<file path="config.mk">
export PLATFORM = sky130hd
export DESIGN_NAME = csma_rts_cts_sender_top
export DESIGN_NICKNAME = d
export VERILOG_FILES = /design/src/rtl/csrts_pkg.sv /design/src/rtl/csrts_engine.sv /design/src/rtl/csrts_fifo.sv /design/src/rtl/csrts_emit.sv /design/src/rtl/csma_rts_cts_sender_top.sv
export SDC_FILE = /design/constraint.sdc
export NUM_CORES = 1
export LEC_CHECK = 0
export ABC_AREA = 1
export BUFFER_PORTS_ARGS = -buffer_cell sky130_fd_sc_hd__buf_2
export CAP_MARGIN = 20
export CORE_UTILIZATION = 58
export DETAILED_ROUTE_END_ITERATION = 10
export PLACE_DENSITY_LB_ADDON = 0.15
export SLEW_MARGIN = 20
export SYNTH_ARGS = -nofsm -noshare
export SYNTH_HDL_FRONTEND = slang
export SYNTH_HIERARCHICAL = 1
export SYNTH_SLANG_ARGS = --single-unit
export TNS_END_PERCENT = 5
</file>
<file path="constraint.sdc">
create_clock -name clk -period 10.1 [get_ports clk]
set_clock_uncertainty 0.05 [all_clocks]
set_input_delay 2.525 -clock clk [delete_from_list [all_inputs] [get_ports clk]]
set_output_delay 2.525 -clock clk [all_outputs]
set_load 0.05 [all_outputs]
</file>
<file path="src/rtl/csrts_pkg.sv">
`default_nettype none
package csrts_pkg;

  localparam int TIMER_BITS_DEF = 16;
  localparam int COUNT_BITS_DEF = 32;
  localparam int QUEUE_DEPTH    = 4;

  localparam int TAG_W    = 8;
  localparam int LIMIT_W  = 8;
  localparam int SIFS_W   = 16;
  localparam int CFG_W    = 16;
  localparam int CFG_IDX_W = 2;
  localparam int TOTAL_W  = 32;

  localparam logic [LIMIT_W-1:0] RETRY_LIMIT_RST = 8'd10;
  localparam logic [SIFS_W-1:0]  SIFS_TICKS_RST  = 16'd16;

  typedef enum logic [CFG_IDX_W-1:0] {
    REG_RTS_CTS_ENABLE = 2'd0,
    REG_RETRY_LIMIT    = 2'd1,
    REG_SIFS_TICKS     = 2'd2
  } reg_idx_t;

  typedef enum logic [1:0] {
    KIND_START = 2'd0,
    KIND_GRANT = 2'd1,
    KIND_TICK  = 2'd2,
    KIND_FRAME = 2'd3
  } kind_t;

  typedef enum logic [1:0] {
    PH_IDLE = 2'd0,
    PH_TURN = 2'd1,
    PH_CTS  = 2'd2,
    PH_ACK  = 2'd3
  } phase_t;

  typedef enum logic [2:0] {
    ACT_REQ  = 3'd0,
    ACT_RTS  = 3'd1,
    ACT_DATA = 3'd2,
    ACT_FB   = 3'd3,
    ACT_DONE = 3'd4
  } act_t;

  typedef struct packed {
    act_t             act;
    logic [TAG_W-1:0] tag;
    logic             ack_ok;
    logic             success;
  } res_t;

  // One queue record: the results of one item plus status after the step.
  typedef struct packed {
    res_t               r0;
    res_t               r1;
    logic               two;
    logic               auto_reply;
    logic [TOTAL_W-1:0] retries;
    logic [TOTAL_W-1:0] failures;
    logic [TOTAL_W-1:0] successes;
  } rec_t;

endpackage
`default_nettype wire

</file>
<file path="src/rtl/csrts_engine.sv">
`default_nettype none
module csrts_engine #(
  parameter int TIMER_BITS = csrts_pkg::TIMER_BITS_DEF,
  parameter int COUNT_BITS = csrts_pkg::COUNT_BITS_DEF
) (
  input  wire logic                               clk,
  input  wire logic                               rst,
  input  wire logic                               cfg_we,
  input  wire logic [csrts_pkg::CFG_IDX_W-1:0]    cfg_index,
  input  wire logic [csrts_pkg::CFG_W-1:0]        cfg_data,
  input  wire logic                               accept,
  input  wire logic [1:0]                         kind,
  input  wire logic [csrts_pkg::TAG_W-1:0]        packet_tag,
  input  wire logic                               frame_valid,
  input  wire logic                               frame_is_cts,
  input  wire logic                               frame_is_ack,
  output logic                                    push,
  output csrts_pkg::rec_t                         rec
);

  localparam int CW = (TIMER_BITS > csrts_pkg::SIFS_W) ? TIMER_BITS : csrts_pkg::SIFS_W;

  logic                            rts_cts_enable;
  logic [csrts_pkg::LIMIT_W-1:0]   attempt_limit;
  logic [csrts_pkg::SIFS_W-1:0]    sifs_ticks;

  csrts_pkg::phase_t               phase, phase_next;
  logic [csrts_pkg::LIMIT_W-1:0]   attempt_count, attempt_count_next;
  logic [TIMER_BITS-1:0]           wait_timer, wait_timer_next;
  logic [csrts_pkg::TAG_W-1:0]     held_tag, held_tag_next;
  logic                            auto_reply, auto_reply_next;
  logic [COUNT_BITS-1:0]           retry_counter, retry_counter_next;
  logic [COUNT_BITS-1:0]           failure_counter, failure_counter_next;
  logic [COUNT_BITS-1:0]           success_counter, success_counter_next;

  logic [TIMER_BITS-1:0]           timer_inc;
  logic                            timeout;
  logic [csrts_pkg::LIMIT_W-1:0]   fail_att;
  logic                            do_fail;
  logic                            do_data;
  logic                            has_result;

  always_ff @(posedge clk) begin
    if (rst) begin
      rts_cts_enable <= 1'b1;
      attempt_limit  <= csrts_pkg::RETRY_LIMIT_RST;
      sifs_ticks     <= csrts_pkg::SIFS_TICKS_RST;
    end else if (cfg_we) begin
      case (csrts_pkg::reg_idx_t'(cfg_index))
        csrts_pkg::REG_RTS_CTS_ENABLE: rts_cts_enable <= cfg_data[0];
        csrts_pkg::REG_RETRY_LIMIT:    attempt_limit  <= cfg_data[csrts_pkg::LIMIT_W-1:0];
        csrts_pkg::REG_SIFS_TICKS:     sifs_ticks     <= cfg_data[csrts_pkg::SIFS_W-1:0];
        default: ;
      endcase
    end
  end

  always_ff @(posedge clk) begin
    if (rst) begin
      phase           <= csrts_pkg::PH_IDLE;
      attempt_count   <= '0;
      wait_timer      <= '0;
      held_tag        <= '0;
      auto_reply      <= 1'b1;
      retry_counter   <= '0;
      failure_counter <= '0;
      success_counter <= '0;
    end else if (accept) begin
      phase           <= phase_next;
      attempt_count   <= attempt_count_next;
      wait_timer      <= wait_timer_next;
      held_tag        <= held_tag_next;
      auto_reply      <= auto_reply_next;
      retry_counter   <= retry_counter_next;
      failure_counter <= failure_counter_next;
      success_counter <= success_counter_next;
    end
  end

  always_comb begin
    phase_next           = phase;
    attempt_count_next   = attempt_count;
    wait_timer_next      = wait_timer;
    held_tag_next        = held_tag;
    auto_reply_next      = auto_reply;
    retry_counter_next   = retry_counter;
    failure_counter_next = failure_counter;
    success_counter_next = success_counter;
    rec        = '0;
    has_result = 1'b0;
    do_fail    = 1'b0;
    do_data    = 1'b0;

    // saturate the wait timer
    timer_inc = (wait_timer == {TIMER_BITS{1'b1}}) ? wait_timer
                                                    : TIMER_BITS'(wait_timer + 1'b1);
    timeout   = CW'(timer_inc) >= CW'(sifs_ticks);
    fail_att  = attempt_count + 8'd1;

    case (csrts_pkg::kind_t'(kind))
      csrts_pkg::KIND_START: begin
        if (phase == csrts_pkg::PH_IDLE) begin
          held_tag_next      = packet_tag;
          attempt_count_next = '0;
          has_result         = 1'b1;
          if (attempt_limit == '0) begin
            failure_counter_next = failure_counter + 1'b1;
            phase_next           = csrts_pkg::PH_IDLE;
            rec.r0.act           = csrts_pkg::ACT_DONE;
          end else begin
            phase_next = csrts_pkg::PH_TURN;
            rec.r0.act = csrts_pkg::ACT_REQ;
          end
        end
      end
      csrts_pkg::KIND_GRANT: begin
        if (phase == csrts_pkg::PH_TURN) begin
          if (rts_cts_enable) begin
            auto_reply_next = 1'b0;
            wait_timer_next = '0;
            phase_next      = csrts_pkg::PH_CTS;
            rec.r0.act      = csrts_pkg::ACT_RTS;
            has_result      = 1'b1;
          end else begin
            do_data = 1'b1;
          end
        end
      end
      csrts_pkg::KIND_TICK: begin
        if (phase == csrts_pkg::PH_CTS || phase == csrts_pkg::PH_ACK) begin
          wait_timer_next = timer_inc;
          if (timeout) begin
            auto_reply_next = 1'b1;
            do_fail         = 1'b1;
          end
        end
      end
      csrts_pkg::KIND_FRAME: begin
        if (phase == csrts_pkg::PH_CTS) begin
          // an invalid frame counts as the expected one
          if (frame_valid && !frame_is_cts) do_fail = 1'b1;
          else do_data = 1'b1;
        end else if (phase == csrts_pkg::PH_ACK) begin
          auto_reply_next = 1'b1;
          if (frame_valid && !frame_is_ack) begin
            do_fail = 1'b1;
          end else begin
            success_counter_next = success_counter + 1'b1;
            phase_next           = csrts_pkg::PH_IDLE;
            has_result           = 1'b1;
            rec.two              = 1'b1;
            rec.r0.act           = csrts_pkg::ACT_FB;
            rec.r0.ack_ok        = 1'b1;
            rec.r1.act           = csrts_pkg::ACT_DONE;
            rec.r1.success       = 1'b1;
          end
        end
      end
      default: ;
    endcase

    if (do_data) begin
      auto_reply_next = 1'b0;
      wait_timer_next = '0;
      phase_next      = csrts_pkg::PH_ACK;
      rec.r0.act      = csrts_pkg::ACT_DATA;
      rec.r0.tag      = held_tag;
      has_result      = 1'b1;
    end

    if (do_fail) begin
      attempt_count_next = fail_att;
      retry_counter_next = retry_counter + 1'b1;
      has_result         = 1'b1;
      rec.two            = 1'b1;
      rec.r0.act         = csrts_pkg::ACT_FB;
      if (fail_att >= attempt_limit) begin
        failure_counter_next = failure_counter + 1'b1;
        phase_next           = csrts_pkg::PH_IDLE;
        rec.r1.act           = csrts_pkg::ACT_DONE;
      end else begin
        phase_next = csrts_pkg::PH_TURN;
        rec.r1.act = csrts_pkg::ACT_REQ;
      end
    end

    rec.auto_reply = auto_reply_next;
    rec.retries    = csrts_pkg::TOTAL_W'(retry_counter_next);
    rec.failures   = csrts_pkg::TOTAL_W'(failure_counter_next);
    rec.successes  = csrts_pkg::TOTAL_W'(success_counter_next);
    push           = accept && has_result;
  end

endmodule
`default_nettype wire

</file>
<file path="src/rtl/csrts_fifo.sv">
`default_nettype none
module csrts_fifo #(
  parameter int WIDTH = 8,
  parameter int DEPTH = csrts_pkg::QUEUE_DEPTH
) (
  input  wire logic             clk,
  input  wire logic             rst,
  input  wire logic             push,
  input  wire logic [WIDTH-1:0] wdata,
  input  wire logic             pop,
  output logic                  full,
  output logic                  nonempty,
  output logic [WIDTH-1:0]      rdata
);

  localparam int PW = (DEPTH > 1) ? $clog2(DEPTH) : 1;
  localparam int CNTW = $clog2(DEPTH + 1);

  logic [WIDTH-1:0] mem [DEPTH];
  logic [PW-1:0]    wptr, rptr;
  logic [CNTW-1:0]  count;

  assign full     = (count == CNTW'(DEPTH));
  assign nonempty = (count != '0);
  assign rdata    = mem[rptr];

  always_ff @(posedge clk) begin
    if (push) begin
      mem[wptr] <= wdata;
    end
  end

  always_ff @(posedge clk) begin
    if (rst) begin
      wptr  <= '0;
      rptr  <= '0;
      count <= '0;
    end else begin
      if (push) begin
        wptr <= (wptr == PW'(DEPTH - 1)) ? '0 : PW'(wptr + 1'b1);
      end
      if (pop) begin
        rptr <= (rptr == PW'(DEPTH - 1)) ? '0 : PW'(rptr + 1'b1);
      end
      if (push && !pop) count <= CNTW'(count + 1'b1);
      else if (pop && !push) count <= CNTW'(count - 1'b1);
    end
  end

endmodule
`default_nettype wire

</file>
<file path="src/rtl/csrts_emit.sv">
`default_nettype none
module csrts_emit (
  input  wire logic                          clk,
  input  wire logic                          rst,
  input  wire logic                          q_nonempty,
  input  wire csrts_pkg::rec_t               q_rec,
  output logic                               pop,
  output logic                               out_valid,
  input  wire logic                          out_stall,
  output logic [2:0]                         action,
  output logic [csrts_pkg::TAG_W-1:0]        tx_tag,
  output logic                               ack_ok,
  output logic                               success,
  output logic                               auto_reply_enabled,
  output logic [csrts_pkg::TOTAL_W-1:0]      retries_total,
  output logic [csrts_pkg::TOTAL_W-1:0]      failures_total,
  output logic [csrts_pkg::TOTAL_W-1:0]      successes_total,
  output logic                               last
);

  logic            sel;
  logic            xfer;
  csrts_pkg::res_t res;

  assign out_valid = q_nonempty;
  assign xfer      = out_valid && !out_stall;
  assign last      = !q_rec.two || sel;
  // drop the record once its final result is transferred
  assign pop       = xfer && last;
  assign res       = sel ? q_rec.r1 : q_rec.r0;

  assign action             = res.act;
  assign tx_tag             = res.tag;
  assign ack_ok             = res.ack_ok;
  assign success            = res.success;
  assign auto_reply_enabled = q_rec.auto_reply;
  assign retries_total      = q_rec.retries;
  assign failures_total     = q_rec.failures;
  assign successes_total    = q_rec.successes;

  always_ff @(posedge clk) begin
    if (rst) begin
      sel <= 1'b0;
    end else if (xfer) begin
      sel <= !last;
    end
  end

endmodule
`default_nettype wire

</file>
<file path="src/rtl/csma_rts_cts_sender_top.sv">
// Flow: an accepted item's results are queued, and its first result shows on the output
//   once it reaches the queue head, its second result (if any) one transfer later.
// Throughput: one item per cycle unless the queue is full; two results hold the output for
//   two transfers; a four-record queue between the protocol engine and output absorbs it.
// Reset (synchronous, rst high): idle, counters and timer zero, auto reply on,
//   registers back to RTS/CTS on, retry limit 10, SIFS 16 ticks; queue empty.
`default_nettype none
module csma_rts_cts_sender_top #(
  parameter int TIMER_BITS = csrts_pkg::TIMER_BITS_DEF,
  parameter int COUNT_BITS = csrts_pkg::COUNT_BITS_DEF
) (
  input  wire logic                          clk,
  input  wire logic                          rst,
  input  wire logic                          cfg_we,
  input  wire logic [csrts_pkg::CFG_IDX_W-1:0] cfg_index,
  input  wire logic [csrts_pkg::CFG_W-1:0]   cfg_data,
  input  wire logic                          in_valid,
  output logic                               in_stall,
  input  wire logic [1:0]                    kind,
  input  wire logic [csrts_pkg::TAG_W-1:0]   packet_tag,
  input  wire logic                          frame_valid,
  input  wire logic                          frame_is_cts,
  input  wire logic                          frame_is_ack,
  output logic                               out_valid,
  input  wire logic                          out_stall,
  output logic [2:0]                         action,
  output logic [csrts_pkg::TAG_W-1:0]        tx_tag,
  output logic                               ack_ok,
  output logic                               success,
  output logic                               auto_reply_enabled,
  output logic [csrts_pkg::TOTAL_W-1:0]      retries_total,
  output logic [csrts_pkg::TOTAL_W-1:0]      failures_total,
  output logic [csrts_pkg::TOTAL_W-1:0]      successes_total,
  output logic                               last
);

  logic            accept;
  logic            push;
  logic            pop;
  logic            q_full;
  logic            q_nonempty;
  csrts_pkg::rec_t wrec;
  csrts_pkg::rec_t q_rec;

  assign in_stall = q_full;
  assign accept   = in_valid && !in_stall;

  csrts_engine #(
    .TIMER_BITS (TIMER_BITS),
    .COUNT_BITS (COUNT_BITS)
  ) u_engine (
    .clk          (clk),
    .rst          (rst),
    .cfg_we       (cfg_we),
    .cfg_index    (cfg_index),
    .cfg_data     (cfg_data),
    .accept       (accept),
    .kind         (kind),
    .packet_tag   (packet_tag),
    .frame_valid  (frame_valid),
    .frame_is_cts (frame_is_cts),
    .frame_is_ack (frame_is_ack),
    .push         (push),
    .rec          (wrec)
  );

  csrts_fifo #(
    .WIDTH ($bits(csrts_pkg::rec_t)),
    .DEPTH (csrts_pkg::QUEUE_DEPTH)
  ) u_queue (
    .clk      (clk),
    .rst      (rst),
    .push     (push),
    .wdata    (wrec),
    .pop      (pop),
    .full     (q_full),
    .nonempty (q_nonempty),
    .rdata    (q_rec)
  );

  csrts_emit u_emit (
    .clk                (clk),
    .rst                (rst),
    .q_nonempty         (q_nonempty),
    .q_rec              (q_rec),
    .pop                (pop),
    .out_valid          (out_valid),
    .out_stall          (out_stall),
    .action             (action),
    .tx_tag             (tx_tag),
    .ack_ok             (ack_ok),
    .success            (success),
    .auto_reply_enabled (auto_reply_enabled),
    .retries_total      (retries_total),
    .failures_total     (failures_total),
    .successes_total    (successes_total),
    .last               (last)
  );

  // backoff feedback is always followed by a second result of the same item
  a_fb_not_last: assert property (@(posedge clk) disable iff (rst)
    out_valid && action == csrts_pkg::ACT_FB |-> !last)
    else $error("feedback marked as final result");

  a_success_done: assert property (@(posedge clk) disable iff (rst)
    out_valid && success |-> action == csrts_pkg::ACT_DONE && last)
    else $error("success flag outside a final finished result");

  a_second_follows: assert property (@(posedge clk) disable iff (rst)
    out_valid && !out_stall && !last |=> out_valid)
    else $error("second result of an item went missing");

  a_data_tag_only: assert property (@(posedge clk) disable iff (rst)
    out_valid && action != csrts_pkg::ACT_DATA |-> tx_tag == '0)
    else $error("tag driven on a result that sends no data");

endmodule
`default_nettype wire

</file>
==> qor.yml, run 1 <==
io_buffers: 148
drive_gt1_frac: 0.0938
post-route-period-util: 0.634
cp.arrival_ns: 3.82
ys_types: 44
synth_cells: 3145
syn_area_per_cell_sq_um: 9.70
cp_top_family: "buffers and inverters"
wl_mm: 68.0
rows: 83
finalCriticalPeriod_ns: 6.40
dieArea_sq_um: 53500
cts_root_buf: "clkbuf_16"
clk_latency_ns: 0.60
startpoint_type: "flip-flop"
synth_edf_count: 496
cts_setup_buffers: 0
cts.sinks: 662
synthArstFlopShare: 0
crit_buf_inv: 4
gr-usage-all-layers: 0.255
clkSlewWorstSetupHoldPaths_ns: 0.06
initial_core_util: 0.591
ys_ff_latch: 662
antenna_cells: 0
syn2layout_area_growth_pct: 7.59
ant_nets: 0
grt_start_max_net_pins: 144
critPathKind: "flip-flop to primary output"
end_kind: "primary output"
hold_slack_ns: 0.407
fin_util: 0.636
path_max_fanout: 63
critPathMaxStageDelay_ns: 0.69
postLayoutCellArea_sq_um: 32800
drc_errors: 0
ys.warnings.count: 6
cp_common_cell: "buf_4"
worstMarginPinSlew_ns: 1.13
max-cap-violations: 0
reg2reg_to: "u_queue/mem[3][7]$_DFFE_PP_"
crit_path_end: "failures_total[2]"
ioPinCount: 149
seq_area_frac_synth: 0.597
grt_pass1_vias: 20400
worstHoldPathType: "flip-flop to flip-flop"
dr.pass1.iters: 6
cts_tree: "done"
place_congestion: 0.891
overflow: 0
reg2reg_from: "u_engine/wait_timer[0]$_SDFFE_PP0P_"
hold_viol_final: 0
rsz0062_at_grt: "no"
whs_path_depth: 2
synth_area_leaders: "edfxtp_1 (49%), dfxtp_1 (11%), nand2_1 (5.7%), nor2_1 (5.1%), o21ai_0 (4.8%)"
fillers: 4140
dp_hpwl_mm: 40.8
nets: 3210
worst_slack_ns: 3.70
outcome: "finished, final reports clean"
r2r_cells: 24
numCtsBuffers: 69
setup_tns_ns: 0
cp_cell_sequence: "clkinv_2, buf_4, buf_4, o21ai_1, o22ai_1, buf_2"
antenna_found_initial: 0
place_area_sq_um: 30600
vias_per_cell: 5.58
post_cts_resize_count: 0
cp_num_cells: 6
die_height_um: 231
synth_top_area_cell: "edfxtp_1"
fmax_ghz: 0.156
drt-initial-drc-count: 1700
h-tree-depth: 3
grt_pass1_wl_mm: 108
syn-cell-area_sq_um: 30500
synth_top_area_share: 0.488
crit_slowest_cell: "buf_4"
setup_viol: 0
cts_hold_buf: 0
rrSetupSlack_ns: 4.81
synthFlopType: "edfxtp_1"
leakage_nw: 13.1
slew_headroom: 0.246
pwr_density_cell_nw_per_um2: 261
dieWidth_um: 231
pre_cts_slack_ns: 3.91
cts_buffer_depth: 3
ir_worst_vdd_mv: 0.181
core_area_sq_um: 51600
drv_slew: 0
cp.required_ns: 7.53
num_vias: 21600
wl_per_cell_um: 17.6
worst register-to-register path, stage by stage (launching register included):
cell      delay, ns
dfxtp_1        0.43
ha_1           0.24
inv_1          0.05
nor2_1         0.17
nand2_1        0.12
nor2_1         0.25
clkinv_1       0.29
nor2_1         0.15
nor2_1         0.08
ha_1           0.30
nand2_1        0.06
nand2_1        0.07
nand2_1        0.05
nand2_1        0.06
nand2_1        0.05
nand2_1        0.07
nand2_1        0.05
nand2_1        0.13
nand2_1        0.14
nand2_2        0.09
o21ai_0        0.07
inv_1          0.14
nand2_1        0.11
inv_4          0.66
buf_4          0.96
power breakdown:
group	switching, W	leakage [nW]	total (W)	internal [W]
Clock	0.00102	1.07	0.00245	0.00144
Sequential	0.000187	5.90	0.00334	0.00315
Combinational	0.00216	6.09	0.00278	0.000625
area by class of cell:
cell class / instances / area (sq um) / share of cell area
sequential: 662 / 18200 / 0.555
multi-input combinational: 1906 / 9420 / 0.287
clock buffer: 96 / 1920 / 0.0585
inverter: 328 / 1250 / 0.0380
timing repair buffer: 166 / 882 / 0.0269
tap: 680 / 851 / 0.0259
clock inverter: 30 / 270 / 0.00823
kinds of logic after synthesis:
group / after synthesis / synth area share
buf+inv: 588 / 0.0955
other cells: 1 / 0.000123
simple gates: 1060 / 0.142
xor+xnor: 87 / 0.0250
compound gates: 706 / 0.123
fa+ha+maj: 41 / 0.0171
flops: 662 / 0.597
flip-flops by register name, indices dropped and copies added (netlist names), 8 cells and up, named ones only:
signal,cells
u_engine/attempt_limit,8
u_engine/sifs_ticks,16
u_engine/wait_timer,16
u_engine/retry_counter,32
u_engine/held_tag,8
u_engine/attempt_count,8
u_queue/mem,496
u_engine/success_counter,32
u_engine/failure_counter,32
per-layer routing:
| layer | vias to the layer above | global-route usage | part of all wire |
|---|---|---|---|
| met5 | - | 0 | 0 |
| met3 | 108 | 0.0373 | 0.055 |
| li1 | 10500 | - | - |
| met2 | 590 | 0.427 | 0.48 |
| met1 | 10300 | 0.344 | 0.44 |
| met4 | 0 | 0.0776 | 0.024 |
how the worst min path moves through the flow:
stage / start / to / slack [ns]
2_1_floorplan: u_engine/held_tag[0]$_SDFFE_PP0P_ / u_engine/held_tag[0]$_SDFFE_PP0P_ / 0.38
3_3_place_gp: u_engine/held_tag[1]$_SDFFE_PP0P_ / u_engine/held_tag[1]$_SDFFE_PP0P_ / 0.39
3_5_place_dp: u_engine/held_tag[2]$_SDFFE_PP0P_ / u_engine/held_tag[2]$_SDFFE_PP0P_ / 0.40
4_1_cts: u_engine/held_tag[2]$_SDFFE_PP0P_ / u_engine/held_tag[2]$_SDFFE_PP0P_ / 0.41
5_1_grt: u_engine/held_tag[7]$_SDFFE_PP0P_ / u_engine/held_tag[7]$_SDFFE_PP0P_ / 0.43
6_report: u_engine/held_tag[2]$_SDFFE_PP0P_ / u_engine/held_tag[2]$_SDFFE_PP0P_ / 0.41
placed cells by master (no fill, tap or decap), types with 24 or more instances in the layout:
| master | netlist | layout |
|---|---|---|
| nor3_1 | 40 | 40 |
| ha_1 | 40 | 40 |
| o21ai_1 | 124 | 124 |
| nand2_1 | 461 | 460 |
| nor2_1 | 415 | 415 |
| edfxtp_1 | 496 | 496 |
| clkbuf_16 | 0 | 71 |
| inv_1 | 319 | 314 |
| a21oi_1 | 142 | 142 |
| buf_2 | 38 | 147 |
| o22ai_1 | 124 | 124 |
| xor2_1 | 85 | 85 |
| nand3_1 | 94 | 94 |
| nand4_1 | 24 | 24 |
| dfxtp_1 | 166 | 164 |
| o21ai_0 | 293 | 293 |
stage by stage:
step / total power [W] / cells
after floorplan: 0.00583 / 3156
after global placement: 0.00612 / 3742
after detailed placement: 0.00618 / 3742
after CTS: 0.00863 / 3868
after global routing: 0.00896 / 3868
final: 0.00858 / 3868
Yosys cell counts (3+ instances only):
master and instances:
inv_2 6, o22ai_1 124, nor3_1 40, buf_2 38
or2_2 4, clkbuf_2 6, dfxtp_1 166, o21ai_1 124
o21ai_2 3, nand4_1 24, clkbuf_1 64, nor4_1 5
nor2_2 3, inv_1 319, o21ai_0 293, nor2_1 415
o211ai_1 6, a22oi_1 10, a21oi_1 142, nand2_1 461
ha_1 40, buf_4 119, xor2_1 85, nand2_2 3
nand3_1 94, edfxtp_1 496, buf_6 27, buf_1 6
Note: power is estimated with default switching activity, not from simulation.
==> run 2: changes to the inputs <==
- clock period: 10.1 -> 6.3 ns (I/O delays scaled with it)
==> run 2 against run 1 <==
  * Register-to-register slack worse by 3.3 ns
  * Sequential share of layout area down 0.37 points
  * Highest routed layer unchanged
  * Via count grew 1.3%
  * Non-clock buffer count up 8
  * Combinational power rose by 64%
  * Core utilization increased by 0.42 points
  * Die area unchanged
  * Hold slack got worse by 0.0018 ns
==> qor.yml, run 2 (synthesized netlist as in run 1, its figures left out) <==
outcome: "finished, final reports clean"
reg2reg_from: "u_engine/wait_timer[2]$_SDFFE_PP0P_"
worstMarginPinSlew_ns: 1.13  # +0.00439 ns
cts_tree: "done"
num_vias: 21900  # +1.3%
min-delay-start: "u_engine/held_tag[4]$_SDFFE_PP0P_"
switchingPower_w: 0.00543  # +61%
rsz0062_at_grt: "no"
gr-usage-all-layers: 0.259  # +0.00429
pre_cts_slack_ns: 1.62  # -2.29 ns
startpoint_type: "flip-flop"
syn2layout_area_growth_pct: 8.30
whs_path_depth: 2  # unchanged
h-tree-depth: 3  # unchanged
slew_headroom: 0.243  # -0.00293
clkSlewWorstSetupHoldPaths_ns: 0.06  # about the same
numCtsBuffers: 69  # unchanged
grt_pass1_vias: 20700  # +1.8%
cts_root_buf: "clkbuf_16"
nets: 3218  # +0.25%
placed_cells: 3750  # +0.21%
final_common_cell: "edfxtp_1"
pwr-share-seq: 0.381  # -0.008
min_to: "u_engine/held_tag[4]$_SDFFE_PP0P_"
drive_gt1_frac: 0.0960  # +0.00224
clk_latency_ns: 0.61  # about the same
final_cells: 3877  # +0.23%
hold_viol_final: 0  # unchanged
critPathKind: "flip-flop to primary output"
worst_slack_ns: 1.39  # -2.31 ns
finalCriticalPeriod_ns: 4.91
seqCellArea_sq_um: 18200  # unchanged
path_max_fanout: 108  # +71%
reg2reg_to: "u_queue/mem[3][45]$_DFFE_PP_"
cts.sinks: 662  # unchanged
wl_per_cell_um: 17.9  # +1.9%
leakage_nw: 13.2  # +0.77%
max-cap-violations: 0  # unchanged
ir_worst_vdd_mv: 0.237  # +31%
antenna_found_initial: 1  # +1
ioPinCount: 149  # unchanged
multi_input_area_sq_um: 9420  # unchanged
fin_util: 0.640  # +0.00422
post-route-period-util: 0.779
pwr_density_cell_nw_per_um2: 421  # +61%
p_comb_frac: 0.327  # +0.002
io_buffers: 148  # unchanged
antenna_cells: 0  # unchanged
switching_share: 0.390  # -0.00233
drv_slew: 0  # unchanged
drc_errors: 0  # unchanged
setup_tns_ns: 0  # unchanged
fillers: 4038  # -2.5%
clkPwrFrac: 0.292  # +0.006
die_height_um: 231  # unchanged
intPower_w: 0.00850  # +63%
place_congestion: 0.868  # -2.6%
rrSetupSlack_ns: 1.55  # -3.26 ns
wl_mm: 69.4  # +2.1%
drt-initial-drc-count: 1774  # +4.4%
dieArea_sq_um: 53500  # unchanged
grt_pass1_wl_mm: 110  # +1.9%
setup_viol: 0  # unchanged
layout_common_cells: "edfxtp_1 (496), nand2_1 (460), nor2_1 (415), inv_1 (314), o21ai_0 (293)"
ant_nets: 0  # unchanged
dr.pass1.iters: 6  # unchanged
hold_slack_ns: 0.405  # -0.00181 ns
cts_buffer_depth: 3  # unchanged
overflow: 0  # unchanged
grt_start_max_net_pins: 137  # -4.9%
worstHoldPathType: "flip-flop to flip-flop"
r2r_cells: 21  # -13%
dp_hpwl_mm: 42.8  # +5.0%
cts_hold_buf: 0  # unchanged
cp.required_ns: 4.68  # -2.85 ns
cts_setup_buffers: 0  # unchanged
dieWidth_um: 231  # unchanged
core_area_sq_um: 51600  # unchanged
initial_core_util: 0.591  # unchanged
end_kind: "primary output"
vias_per_cell: 5.64  # +1.1%
regMostFlops: "u_queue/mem"
cp.arrival_ns: 3.28  # -0.54 ns
rows: 83  # unchanged
post_cts_resize_count: 0  # unchanged
largest_reg_flops: 496  # unchanged
fmax_ghz: 0.204
==> run 2: changes by cell type in the layout (fill, tap and decap cells not counted), moves of 2 or more <==
cell and change:
buf_12 +7, clkbuf_8 -2, bufinv_16 +3, buf_4 +2
==> run 2: cell type report <==
class | instances | share of cell area
Clock inverter | 31 | 0.0104
Multi-Input combinational cell | 1906 | 0.285
Timing Repair Buffer | 174 | 0.0311
Clock buffer | 96 | 0.0582
Sequential cell | 662 | 0.552
Inverter | 328 | 0.0378
Tap cell | 680 | 0.0258
==> run 2: worst max path at each step <==
stage,to,slack [ns],cells after the start
floorplan,u_queue/mem[0][0]$_DFFE_PP_,0.46,23
global placement,u_queue/mem[2][9]$_DFFE_PP_,1.64,12
detailed placement,u_queue/mem[2][7]$_DFFE_PP_,1.62,12
CTS,action[2],1.29,6
global route,u_queue/mem[0][41]$_DFFE_PP_,1.10,26
finish,failures_total[12],1.39,4
==> run 2: worst max-delay path: stages (launching register included) <==
cell and delay [ns]:
dfxtp_4 0.62, buf_4 0.90, o21ai_0 0.24, o22ai_1 0.48, buf_2 0.36
==> run 2: metrics by stage <==
step	total power [W]	cell area, sq um
after global routing	0.0145	33000
after CTS	0.0140	33000
final	0.0139	33000
after floorplan	0.00935	30500
after global placement	0.00985	30800
after detailed placement	0.00995	30800
==> run 2: power by group through the flow <==
stage          combinational [W]  clock [W]  sequential, W
2_1_floorplan            0.00407          0        0.00528
3_3_place_gp             0.00447          0        0.00538
3_5_place_dp             0.00455          0        0.00540
4_1_cts                  0.00457    0.00414        0.00530
5_1_grt                  0.00488    0.00429        0.00534
6_report                 0.00455    0.00406        0.00531
==> run 2: metal layers <==
layer	share of wire	wire (um)	vias up	global-route usage
met2	0.48	33500	710	0.431
li1	-	-	10500	-
met1	0.44	30300	10500	0.352
met5	0	0	-	0
met3	0.056	3890	119	0.0357
met4	0.025	1720	0	0.0851
